===== config.mk =====
export PLATFORM = sky130hd
export DESIGN_NAME = port_scan_window_detector
export DESIGN_NICKNAME = d
export VERILOG_FILES = /design/src/rtl/core/psw_pkg.sv /design/src/rtl/core/psw_regs.sv /design/src/rtl/core/psw_filter.sv /design/src/rtl/core/psw_window.sv /design/src/rtl/core/port_scan_window_detector.sv
export SDC_FILE = /design/constraint.sdc
export NUM_CORES = 2
export LEC_CHECK = 0
export ABC_CLOCK_PERIOD_IN_PS = 8900
export BUFFER_PORTS_ARGS = -buffer_cell sky130_fd_sc_hd__buf_2
export CELL_PAD_IN_SITES_DETAIL_PLACEMENT = 1
export CELL_PAD_IN_SITES_GLOBAL_PLACEMENT = 1
export CORE_AREA = 5 5 641 643
export CTS_CLUSTER_SIZE = 16
export DETAILED_ROUTE_END_ITERATION = 7
export DIE_AREA = 0 0 646 648
export PLACE_DENSITY = 0.62
export SLEW_MARGIN = 40
export SYNTH_ARGS = -nofsm -noshare
export SYNTH_HDL_FRONTEND = slang
export SYNTH_HIERARCHICAL = 1
export SYNTH_SLANG_ARGS = --single-unit

===== constraint.sdc =====
create_clock -name aclk -period 8.9 [get_ports aclk]
set_input_delay 0.89 -clock aclk [delete_from_list [all_inputs] [get_ports aclk]]
set_output_delay 0.89 -clock aclk [all_outputs]
set_load 0.01 [all_outputs]

===== src/rtl/core/psw_pkg.sv =====
// Shared constants and types for the port scan window detector.
`default_nettype none

package psw_pkg;

    localparam int PSW_WINDOW_DEPTH = 64;

    localparam int TS_W     = 48;
    localparam int PORT_W   = 16;
    localparam int THR_W    = 11;
    localparam int MS_W     = 32;
    localparam int SIZE_W   = 16;
    localparam int DIST_W   = 7;
    localparam int ADDR_W   = 5;
    localparam int DATA_W   = 32;

    localparam logic [THR_W-1:0]  TCP_THR_RST   = 11'd18;
    localparam logic [THR_W-1:0]  UDP_THR_RST   = 11'd24;
    localparam logic [MS_W-1:0]   WINDOW_MS_RST = 32'd15000;
    localparam logic [MS_W-1:0]   COOLDOWN_RST  = 32'd30000;
    localparam logic [SIZE_W-1:0] PROBE_LIM_RST = 16'd96;

    // register map, word index
    localparam logic [2:0] REG_TCP_THR   = 3'd0;
    localparam logic [2:0] REG_UDP_THR   = 3'd1;
    localparam logic [2:0] REG_WINDOW_MS = 3'd2;
    localparam logic [2:0] REG_COOLDOWN  = 3'd3;
    localparam logic [2:0] REG_PROBE_LIM = 3'd4;

    localparam logic [1:0] PROTO_TCP = 2'd0;
    localparam logic [1:0] PROTO_UDP = 2'd1;
    localparam logic [1:0] DIR_IN    = 2'd0;
    localparam logic [1:0] DIR_OUT   = 2'd1;

    localparam int SYN_POS = 1;
    localparam int ACK_POS = 4;

    typedef struct packed {
        logic [THR_W-1:0]  tcp_threshold;
        logic [THR_W-1:0]  udp_threshold;
        logic [MS_W-1:0]   window_ms;
        logic [MS_W-1:0]   cooldown_ms;
        logic [SIZE_W-1:0] probe_size_limit;
    } psw_cfg_t;

    // window commands; rd and mark may be issued together during the walk
    typedef struct packed {
        logic rd;
        logic evict;
        logic append;
        logic mark;
    } psw_win_cmd_t;

    typedef struct packed {
        logic [TS_W-1:0]   rd_time;
        logic [PORT_W-1:0] rd_port;
    } psw_win_rd_t;

endpackage

`default_nettype wire


===== src/rtl/core/psw_regs.sv =====
// APB configuration register bank.
`default_nettype none

module psw_regs
    import psw_pkg::*;
(
    input  wire logic              aclk,
    input  wire logic              aresetn,
    input  wire logic              psel,
    input  wire logic              penable,
    input  wire logic              pwrite,
    input  wire logic [ADDR_W-1:0] paddr,
    input  wire logic [DATA_W-1:0] pwdata,
    output logic      [DATA_W-1:0] prdata,
    output logic                   pready,
    output psw_cfg_t               cfg
);

    psw_cfg_t   cfg_reg;
    logic [2:0] idx;
    logic       wr_en;

    assign idx    = paddr[4:2];
    assign wr_en  = psel && penable && pwrite;
    assign pready = 1'b1;
    assign cfg    = cfg_reg;

    always_ff @(posedge aclk) begin
        if (!aresetn) begin
            cfg_reg.tcp_threshold    <= TCP_THR_RST;
            cfg_reg.udp_threshold    <= UDP_THR_RST;
            cfg_reg.window_ms        <= WINDOW_MS_RST;
            cfg_reg.cooldown_ms      <= COOLDOWN_RST;
            cfg_reg.probe_size_limit <= PROBE_LIM_RST;
        end else if (wr_en) begin
            case (idx)
                REG_TCP_THR:   cfg_reg.tcp_threshold    <= pwdata[THR_W-1:0];
                REG_UDP_THR:   cfg_reg.udp_threshold    <= pwdata[THR_W-1:0];
                REG_WINDOW_MS: cfg_reg.window_ms        <= pwdata;
                REG_COOLDOWN:  cfg_reg.cooldown_ms      <= pwdata;
                REG_PROBE_LIM: cfg_reg.probe_size_limit <= pwdata[SIZE_W-1:0];
                default: ;
            endcase
        end
    end

    always_comb begin
        case (idx)
            REG_TCP_THR:   prdata = DATA_W'(cfg_reg.tcp_threshold);
            REG_UDP_THR:   prdata = DATA_W'(cfg_reg.udp_threshold);
            REG_WINDOW_MS: prdata = cfg_reg.window_ms;
            REG_COOLDOWN:  prdata = cfg_reg.cooldown_ms;
            REG_PROBE_LIM: prdata = DATA_W'(cfg_reg.probe_size_limit);
            default:       prdata = '0;
        endcase
    end

endmodule

`default_nettype wire


===== src/rtl/core/psw_filter.sv =====
// Packet qualification: decides whether an item enters the window.
`default_nettype none

module psw_filter
    import psw_pkg::*;
(
    input  wire logic [TS_W-1:0]   timestamp_ms,
    input  wire logic [1:0]        protocol,
    input  wire logic [1:0]        direction,
    input  wire logic [PORT_W-1:0] local_port,
    input  wire logic [PORT_W-1:0] remote_port,
    input  wire logic              flags_valid,
    input  wire logic [7:0]        tcp_flags,
    input  wire logic [SIZE_W-1:0] payload_size,
    input  wire logic [SIZE_W-1:0] total_size,
    input  wire logic [SIZE_W-1:0] probe_size_limit,
    output logic                   hit,
    output logic                   is_udp,
    output logic [PORT_W-1:0]      port
);

    logic known;
    logic probe;

    assign known  = (timestamp_ms != '0)
                 && (direction == DIR_IN || direction == DIR_OUT)
                 && (protocol == PROTO_TCP || protocol == PROTO_UDP);
    assign is_udp = (protocol == PROTO_UDP);
    assign port   = (direction == DIR_IN) ? local_port : remote_port;

    // TCP probe: SYN without ACK, or a small empty packet when flags are unreadable
    always_comb begin
        if (flags_valid) begin
            probe = tcp_flags[SYN_POS] && !tcp_flags[ACK_POS];
        end else begin
            probe = (payload_size == '0) && (total_size <= probe_size_limit);
        end
    end

    assign hit = known && (is_udp || probe) && (port != '0);

endmodule

`default_nettype wire


===== src/rtl/core/psw_window.sv =====
// Ring buffer of (time, port) entries with last-occurrence flags and distinct count.
`default_nettype none

module psw_window
    import psw_pkg::*;
#(
    parameter int DEPTH = PSW_WINDOW_DEPTH,
    localparam int IW = $clog2(DEPTH),
    localparam int CW = $clog2(DEPTH + 1)
) (
    input  wire logic              aclk,
    input  wire logic              aresetn,
    input  wire psw_win_cmd_t      cmd,
    input  wire logic [IW-1:0]     rd_off,
    input  wire logic [IW-1:0]     mark_off,
    input  wire logic [TS_W-1:0]   app_time,
    input  wire logic [PORT_W-1:0] app_port,
    output logic      [CW-1:0]     count,
    output logic      [CW-1:0]     distinct,
    output psw_win_rd_t            rd_data
);

    logic [TS_W-1:0]   time_mem [DEPTH];
    logic [PORT_W-1:0] port_mem [DEPTH];
    // set when a younger entry holds the same port
    logic [DEPTH-1:0]  dup_reg;

    logic [IW-1:0] oldest_reg, oldest_next;
    logic [CW-1:0] count_reg, count_next;
    logic [CW-1:0] dist_reg, dist_next;
    psw_win_rd_t   rd_reg;

    logic [IW-1:0] rd_slot, mark_slot, app_slot;

    function automatic logic [IW-1:0] slot_of(input logic [IW-1:0] base,
                                              input logic [IW-1:0] off);
        logic [IW:0] sum;
        sum = {1'b0, base} + {1'b0, off};
        if (sum >= (IW+1)'(DEPTH)) begin
            sum = sum - (IW+1)'(DEPTH);
        end
        return sum[IW-1:0];
    endfunction

    assign rd_slot   = slot_of(oldest_reg, rd_off);
    assign mark_slot = slot_of(oldest_reg, mark_off);
    assign app_slot  = slot_of(oldest_reg, count_reg[IW-1:0]);

    assign count    = count_reg;
    assign distinct = dist_reg;
    assign rd_data  = rd_reg;

    always_comb begin
        oldest_next = oldest_reg;
        count_next  = count_reg;
        dist_next   = dist_reg;
        if (cmd.evict) begin
            oldest_next = (oldest_reg == IW'(DEPTH - 1)) ? '0 : oldest_reg + 1'b1;
            count_next  = count_reg - 1'b1;
            if (!dup_reg[oldest_reg]) begin
                dist_next = dist_reg - 1'b1;
            end
        end else if (cmd.append) begin
            count_next = count_reg + 1'b1;
            dist_next  = dist_reg + 1'b1;
        end else if (cmd.mark && !dup_reg[mark_slot]) begin
            dist_next = dist_reg - 1'b1;
        end
    end

    always_ff @(posedge aclk) begin
        if (!aresetn) begin
            oldest_reg <= '0;
            count_reg  <= '0;
            dist_reg   <= '0;
        end else begin
            oldest_reg <= oldest_next;
            count_reg  <= count_next;
            dist_reg   <= dist_next;
        end
    end

    always_ff @(posedge aclk) begin
        if (cmd.append) begin
            dup_reg[app_slot] <= 1'b0;
        end else if (cmd.mark) begin
            dup_reg[mark_slot] <= 1'b1;
        end
    end

    always_ff @(posedge aclk) begin
        if (cmd.append) begin
            time_mem[app_slot] <= app_time;
            port_mem[app_slot] <= app_port;
        end
        if (cmd.rd) begin
            rd_reg.rd_time <= time_mem[rd_slot];
            rd_reg.rd_port <= port_mem[rd_slot];
        end
    end

endmodule

`default_nettype wire


===== src/rtl/core/port_scan_window_detector.sv =====
// Top level of the port scan window detector: sequencer, shared time unit, result register.
//
// Watches one scan key for port scans. Each item is a packet summary; items
// with a zero timestamp, unknown direction, a protocol other than TCP/UDP, a
// TCP packet that is not a probe, or a probe port of zero are dropped
// while the block stays idle. A counted item is appended to a ring of
// WINDOW_DEPTH (time, port) entries (the oldest is dropped when full),
// entries older than window_ms are evicted from the oldest end, and when
// the distinct port count reaches the TCP or UDP threshold outside the
// cooldown one alert item is issued. Each stored entry carries a flag that
// marks it as superseded by a younger entry with the same port, so the
// distinct count is kept as a running total: a new port is compared against
// every stored entry once, through the single read port of the port memory.
// A counted item is compared against the entries held before it (one less
// when the ring was full), is appended and then evicts the expired entries;
// its alert may wait for the result register. One 48-bit subtract/compare
// unit serves both the eviction age test and the cooldown test. s_ready is
// high only between items. A waiting result does not block the next item;
// only a new alert waits for the result register to empty.
// Configuration goes through a small APB port with registers at byte
// addresses 0x00 tcp_threshold, 0x04 udp_threshold, 0x08 window_ms,
// 0x0C cooldown_ms, 0x10 probe_size_limit; write it only while idle.
`default_nettype none

module port_scan_window_detector
    import psw_pkg::*;
#(
    parameter int WINDOW_DEPTH = PSW_WINDOW_DEPTH
) (
    input  wire logic              aclk,
    input  wire logic              aresetn,
    // input items
    input  wire logic              s_valid,
    output logic                   s_ready,
    input  wire logic [TS_W-1:0]   s_timestamp_ms,
    input  wire logic [1:0]        s_protocol,
    input  wire logic [1:0]        s_direction,
    input  wire logic [PORT_W-1:0] s_local_port,
    input  wire logic [PORT_W-1:0] s_remote_port,
    input  wire logic              s_flags_valid,
    input  wire logic [7:0]        s_tcp_flags,
    input  wire logic [SIZE_W-1:0] s_payload_size,
    input  wire logic [SIZE_W-1:0] s_total_size,
    // alert items
    output logic                   m_valid,
    input  wire logic              m_ready,
    output logic                   m_rule_is_udp,
    output logic [DIST_W-1:0]      m_distinct_ports,
    output logic [TS_W-1:0]        m_alert_time_ms,
    output logic [PORT_W-1:0]      m_probe_port,
    // configuration
    input  wire logic              psel,
    input  wire logic              penable,
    input  wire logic              pwrite,
    input  wire logic [ADDR_W-1:0] paddr,
    input  wire logic [DATA_W-1:0] pwdata,
    output logic      [DATA_W-1:0] prdata,
    output logic                   pready
);

    localparam int IW = $clog2(WINDOW_DEPTH);
    localparam int CW = $clog2(WINDOW_DEPTH + 1);
    localparam int TW = (CW > THR_W) ? CW : THR_W;

    typedef enum logic [2:0] {
        ST_IDLE,
        ST_PREP,    // drop the oldest entry when the ring is full
        ST_WALK,    // compare new port against every stored entry
        ST_APPEND,
        ST_EV_RD,   // read oldest entry time
        ST_EV_CHK,  // age test, evict and loop
        ST_DECIDE   // threshold and cooldown, load result
    } state_t;

    psw_cfg_t cfg;

    logic              flt_hit;
    logic              flt_udp;
    logic [PORT_W-1:0] flt_port;

    psw_win_cmd_t  cmd;
    logic [IW-1:0] rd_off;
    logic [IW-1:0] mark_off;
    logic [CW-1:0] win_count;
    logic [CW-1:0] win_dist;
    psw_win_rd_t   win_rd;

    state_t            state_reg, state_next;
    logic [TS_W-1:0]   ts_reg, ts_next;
    logic [PORT_W-1:0] port_reg, port_next;
    logic              udp_reg, udp_next;
    logic [CW-1:0]     iss_reg, iss_next;
    logic              cmp_vld_reg, cmp_vld_next;
    logic [IW-1:0]     cmp_off_reg, cmp_off_next;
    logic [TS_W-1:0]   last_alert_reg, last_alert_next;

    logic              m_valid_reg, m_valid_next;
    logic              m_udp_reg, m_udp_next;
    logic [DIST_W-1:0] m_dist_reg, m_dist_next;
    logic [TS_W-1:0]   m_time_reg, m_time_next;
    logic [PORT_W-1:0] m_port_reg, m_port_next;

    // shared time unit: age of the oldest entry, or time since last alert
    logic [TS_W-1:0] tu_b;
    logic [TS_W-1:0] tu_lim;
    logic [TS_W-1:0] tu_diff;
    logic            tu_gt;
    logic            expired;
    logic            cool_block;

    logic [TW-1:0]     dist_w;
    logic [TW-1:0]     thr_w;
    logic [DIST_W-1:0] dist_sat;
    logic              issue;

    psw_regs u_regs (
        .aclk    (aclk),
        .aresetn (aresetn),
        .psel    (psel),
        .penable (penable),
        .pwrite  (pwrite),
        .paddr   (paddr),
        .pwdata  (pwdata),
        .prdata  (prdata),
        .pready  (pready),
        .cfg     (cfg)
    );

    psw_filter u_filter (
        .timestamp_ms     (s_timestamp_ms),
        .protocol         (s_protocol),
        .direction        (s_direction),
        .local_port       (s_local_port),
        .remote_port      (s_remote_port),
        .flags_valid      (s_flags_valid),
        .tcp_flags        (s_tcp_flags),
        .payload_size     (s_payload_size),
        .total_size       (s_total_size),
        .probe_size_limit (cfg.probe_size_limit),
        .hit              (flt_hit),
        .is_udp           (flt_udp),
        .port             (flt_port)
    );

    psw_window #(
        .DEPTH (WINDOW_DEPTH)
    ) u_window (
        .aclk     (aclk),
        .aresetn  (aresetn),
        .cmd      (cmd),
        .rd_off   (rd_off),
        .mark_off (mark_off),
        .app_time (ts_reg),
        .app_port (port_reg),
        .count    (win_count),
        .distinct (win_dist),
        .rd_data  (win_rd)
    );

    assign tu_b     = (state_reg == ST_EV_CHK) ? win_rd.rd_time : last_alert_reg;
    assign tu_lim   = (state_reg == ST_EV_CHK) ? TS_W'(cfg.window_ms)
                                               : TS_W'(cfg.cooldown_ms);
    assign tu_gt    = ts_reg > tu_b;
    assign tu_diff  = ts_reg - tu_b;
    assign expired  = tu_gt && (tu_diff > tu_lim);
    // time running backwards never blocks an alert
    assign cool_block = (last_alert_reg != '0) && tu_gt && (tu_diff < tu_lim);

    assign dist_w   = TW'(win_dist);
    assign thr_w    = TW'(udp_reg ? cfg.udp_threshold : cfg.tcp_threshold);
    assign dist_sat = (dist_w > TW'(127)) ? 7'd127 : DIST_W'(win_dist);

    assign issue = (iss_reg < win_count);

    always_comb begin
        state_next      = state_reg;
        ts_next         = ts_reg;
        port_next       = port_reg;
        udp_next        = udp_reg;
        iss_next        = iss_reg;
        cmp_vld_next    = 1'b0;
        cmp_off_next    = cmp_off_reg;
        last_alert_next = last_alert_reg;
        m_valid_next    = m_valid_reg && !m_ready;
        m_udp_next      = m_udp_reg;
        m_dist_next     = m_dist_reg;
        m_time_next     = m_time_reg;
        m_port_next     = m_port_reg;
        cmd             = '0;
        rd_off          = '0;
        mark_off        = cmp_off_reg;

        case (state_reg)
            ST_IDLE: begin
                if (s_valid) begin
                    ts_next   = s_timestamp_ms;
                    port_next = flt_port;
                    udp_next  = flt_udp;
                    if (flt_hit) begin
                        state_next = ST_PREP;
                    end
                end
            end
            ST_PREP: begin
                if (win_count == CW'(WINDOW_DEPTH)) begin
                    cmd.evict = 1'b1;
                end
                iss_next   = '0;
                state_next = ST_WALK;
            end
            ST_WALK: begin
                // read entry iss, compare the one read last cycle
                if (issue) begin
                    cmd.rd       = 1'b1;
                    rd_off       = iss_reg[IW-1:0];
                    iss_next     = iss_reg + 1'b1;
                    cmp_vld_next = 1'b1;
                    cmp_off_next = iss_reg[IW-1:0];
                end else begin
                    state_next = ST_APPEND;
                end
                if (cmp_vld_reg && (win_rd.rd_port == port_reg)) begin
                    cmd.mark = 1'b1;
                end
            end
            ST_APPEND: begin
                cmd.append = 1'b1;
                state_next = ST_EV_RD;
            end
            ST_EV_RD: begin
                cmd.rd     = 1'b1;
                state_next = ST_EV_CHK;
            end
            ST_EV_CHK: begin
                // the new entry is never older than itself, so the loop ends
                if (expired) begin
                    cmd.evict  = 1'b1;
                    state_next = ST_EV_RD;
                end else begin
                    state_next = ST_DECIDE;
                end
            end
            ST_DECIDE: begin
                if ((dist_w < thr_w) || cool_block) begin
                    state_next = ST_IDLE;
                end else if (!m_valid_reg || m_ready) begin
                    last_alert_next = ts_reg;
                    m_valid_next    = 1'b1;
                    m_udp_next      = udp_reg;
                    m_dist_next     = dist_sat;
                    m_time_next     = ts_reg;
                    m_port_next     = port_reg;
                    state_next      = ST_IDLE;
                end
            end
            default: state_next = ST_IDLE;
        endcase
    end

    always_ff @(posedge aclk) begin
        if (!aresetn) begin
            state_reg      <= ST_IDLE;
            iss_reg        <= '0;
            cmp_vld_reg    <= 1'b0;
            last_alert_reg <= '0;
            m_valid_reg    <= 1'b0;
        end else begin
            state_reg      <= state_next;
            iss_reg        <= iss_next;
            cmp_vld_reg    <= cmp_vld_next;
            last_alert_reg <= last_alert_next;
            m_valid_reg    <= m_valid_next;
            ts_reg         <= ts_next;
            port_reg       <= port_next;
            udp_reg        <= udp_next;
            cmp_off_reg    <= cmp_off_next;
            m_udp_reg      <= m_udp_next;
            m_dist_reg     <= m_dist_next;
            m_time_reg     <= m_time_next;
            m_port_reg     <= m_port_next;
        end
    end

    assign s_ready          = (state_reg == ST_IDLE);
    assign m_valid          = m_valid_reg;
    assign m_rule_is_udp    = m_udp_reg;
    assign m_distinct_ports = m_dist_reg;
    assign m_alert_time_ms  = m_time_reg;
    assign m_probe_port     = m_port_reg;

endmodule

`default_nettype wire


==> metrics.yaml <==
postCtsSetupRepairBufs: 0
n_fill_cell: 35600
grt_max_degree: 109
clock_sinks: 4549
grt_util_all_layers_pct: 27.0
worst_path_most_repeated_cell: "sky130_fd_sc_hd__o21ai_0"
clkTransAtPathRegs_ns: 0.06
placement.cell_area_sq_um: 191000
clock_tree.htree_level_count: 5
power-per-cell-area_nw_per_um2: 210
fp_rows: 234
dieArea_sq_um: 419000
criticalPathCategory: "reg2reg"
timing.critical_path.required_ns: 9.79
die_y_microns: 648
cts.path.max_buffers: 4
worstMarginPinSlew_ns: 0.933
drt-vias-per-instance: 6.35
fin_cells: 14900
worst_ir_drop_vdd_mv: 0.190
antenna_found_initial: 37
ys_ff_latch: 4549
dpl.cell_count: 14000
fp.dieW_microns: 646
gr-total-overflow: 0
route.antenna.remaining_nets: 0
end_kind: "flip-flop"
cts.hold.buffers_added: 0
synth-main-ff-cell: "sky130_fd_sc_hd__edfxtp_1"
drv_cap: 0
synthToLayoutAreaGrowth_pct: 13.6
layout.cell_area.non_filler_sq_um: 206000
synthMostInstantiatedCell: "sky130_fd_sc_hd__edfxtp_1"
setup_viol: 0
numCtsBuffers: 464
drt_first_iter_violations: 11800
wl_microns: 571000
place.gp.congestion: 0.868
min_period_ns: 7.82
grt_first_pass_wirelength_microns: 787000
timing.final.crit_share_pct: 87.8
timing.critical_path.arrival_ns: 8.71
final_layout_size_suffix_gt1_share_pct: 28.6
min_path_type: "in2reg"
totalNegativeSetupSlack_ns: 0
number_of_distinct_library_cell_variants_in_the_gate_level_netlist_after_synthesis: 99
setup_repair_after_global_routing_missed_its_margin: "no"
run_status: "complete, no violations"
relSlewSlack_pct: 37.2
yosysSeqAreaShare_pct: 74.4
synth.area.top_cells: "sky130_fd_sc_hd__edfxtp_1 72%, sky130_fd_sc_hd__mux4_2 16%, sky130_fd_sc_hd__dfxtp_1 2.0%"
place_hpwl_microns: 319000
post_synthesis_cell_area_sq_um: 181000
register_to_register_setup_slack_ns: 1.08
cp_slowest_cell: "sky130_fd_sc_hd__dfxtp_1"
core_area_sq_um: 405000
hold_viol: 0
yosysTopAreaCellShare_pct: 72.4
firstDrtPassIters: 5
start_util_pct: 44.8
p_leak_nw: 64.2
cts_tree: "yes"
cts-root-buf: "sky130_fd_sc_hd__clkbuf_16"
synthDominantAreaCellType: "sky130_fd_sc_hd__edfxtp_1"
maxClockFrequency_ghz: 0.128
dpl_worst_slack_ns: 1.13
final_max_slew_viol_count: 0
clk-insertion-delay-late_ns: 1.00
timing.critical_path.from_type: "flip-flop"
async_flop_share_pct: 0
detailroute.via_count: 94500
synth.cells.most_frequent: "4,367 x sky130_fd_sc_hd__edfxtp_1, 1,304 x sky130_fd_sc_hd__mux4_2, 337 x sky130_fd_sc_hd__mux2i_1"
clock_skew_ns: 0.0859
crit_fanout: 19
nets: 9360
cpPeakStageDelay_ns: 0.48
buffer_ports.inserted: 266
layout_setup_ws_ns: 1.08
postSynthAreaPerCell_sq_um: 21.4
synth_enable_flop_cells: 4367
remaining_drc_errors: 0
cts-resized-gates: 0
i_o_pin_count: 276
synth_warnings: 6
largest_register_ff_count: 3072
netlist_instances: 8465
first_global_vias: 96000
mappedNetlistNets: 8771
wl_per_cell_microns: 38.4
## area by class of cell
type	instances	area, sq um	share of cell area [%]
clock inverters	286	2620	1.27
well taps	5428	6790	3.30
flip-flops and latches	4549	135000	65.5
clock buffers	569	12200	5.92
multi-input cells	3336	44200	21.5
repair buffers	576	4320	2.10
diodes	14	35.0	0.0170
inverters	127	872	0.424
## where the power goes
part           total, mW  internal [mW]  switching (mW)
logic              0.650          0.149           0.501
registers           23.4           23.4          0.0289
clock network       19.2           10.9            8.26
total               43.2           34.5            8.79
## cells in the final DEF, fill, tap and decap left out, types with 33 or more instances in the layout
cell / Yosys / final
sky130_fd_sc_hd__nand4_1: 47 / 47
sky130_fd_sc_hd__buf_12: 0 / 38
sky130_fd_sc_hd__buf_2: 144 / 265
sky130_fd_sc_hd__xnor2_1: 50 / 45
sky130_fd_sc_hd__a21oi_1: 163 / 152
sky130_fd_sc_hd__bufinv_16: 0 / 42
sky130_fd_sc_hd__inv_6: 0 / 39
sky130_fd_sc_hd__o21ai_0: 80 / 80
sky130_fd_sc_hd__buf_4: 17 / 250
sky130_fd_sc_hd__clkinv_2: 0 / 90
sky130_fd_sc_hd__a211oi_1: 74 / 72
sky130_fd_sc_hd__ha_1: 132 / 131
sky130_fd_sc_hd__mux2i_1: 337 / 335
sky130_fd_sc_hd__nand2_1: 319 / 318
sky130_fd_sc_hd__clkbuf_1: 249 / 95
sky130_fd_sc_hd__nor2b_1: 94 / 92
sky130_fd_sc_hd__mux2_2: 33 / 33
sky130_fd_sc_hd__dfxtp_1: 182 / 180
sky130_fd_sc_hd__nor4_1: 48 / 39
sky130_fd_sc_hd__clkbuf_16: 0 / 471
sky130_fd_sc_hd__mux4_2: 1304 / 1304
sky130_fd_sc_hd__a22o_1: 58 / 58
sky130_fd_sc_hd__inv_1: 127 / 63
sky130_fd_sc_hd__nor2_1: 103 / 97
sky130_fd_sc_hd__clkinv_1: 0 / 117
sky130_fd_sc_hd__nand3_1: 92 / 92
sky130_fd_sc_hd__edfxtp_1: 4367 / 4367
## final timing paths
kind | startpoint | cells past startpoint | end
hold / removal | s_timestamp_ms[43] | 1 | ts_reg[43]$_DFFE_PP_
setup reg to reg | state_reg[1]$_SDFFE_PN0P_ | 32 | u_window/count[6]$_SDFFE_PN0N_
setup / recovery | state_reg[1]$_SDFFE_PN0P_ | 32 | u_window/count[6]$_SDFFE_PN0N_
hold reg to reg | port_reg[8]$_DFFE_PP_ | 0 | m_probe_port[8]$_DFFE_PP_
## critical path: cells and delay by family (launching register included)
family / cells / cell delay [ns]
buf+inv: 4 / 0.87
simple gates: 9 / 1.65
xor+xnor: 1 / 0.17
compound gates: 14 / 3.13
flops: 1 / 0.48
fa+ha+maj: 3 / 1.13
mux: 1 / 0.23
## cell families (layout without fill, tap and decap cells)
family | Yosys count | count (layout) | synth area share, %
AOI/OAI and AO/OA | 601 | 601 | 2.31
xor gates and xnor gates | 81 | 81 | 0.392
adders and majority gates | 137 | 137 | 0.967
buffers and inverters | 580 | 1558 | 1.37
DFF | 4549 | 4549 | 74.4
muxes | 1674 | 1674 | 18.3
other | 1 | 15 | 0.00207
and+or+nand+nor | 842 | 842 | 2.30
## per-stage QoR
step | power (mW) | hold WS, ns | util, %
4_1_cts | 43.6 | 0.00288 | 50.8
3_5_place_dp | 24.5 | 0.457 | 47.2
3_3_place_gp | 24.5 | 0.441 | 47.1
5_1_grt | 44.6 | 0.0306 | 50.9
2_1_floorplan | 24.2 | 0.421 | -
6_report | 43.2 | 0.0919 | 50.9
## layer usage
layer / global-route usage [%] / vias to the layer above / wire length, microns
met5: 0 / - / 41
met4: 8.99 / 6 / 22100
met3: 4.45 / 836 / 47100
met2: 43.1 / 4720 / 272000
met1: 38.1 / 52100 / 230000
li1: - / 36800 / -
(Power assumes the default switching activity.)
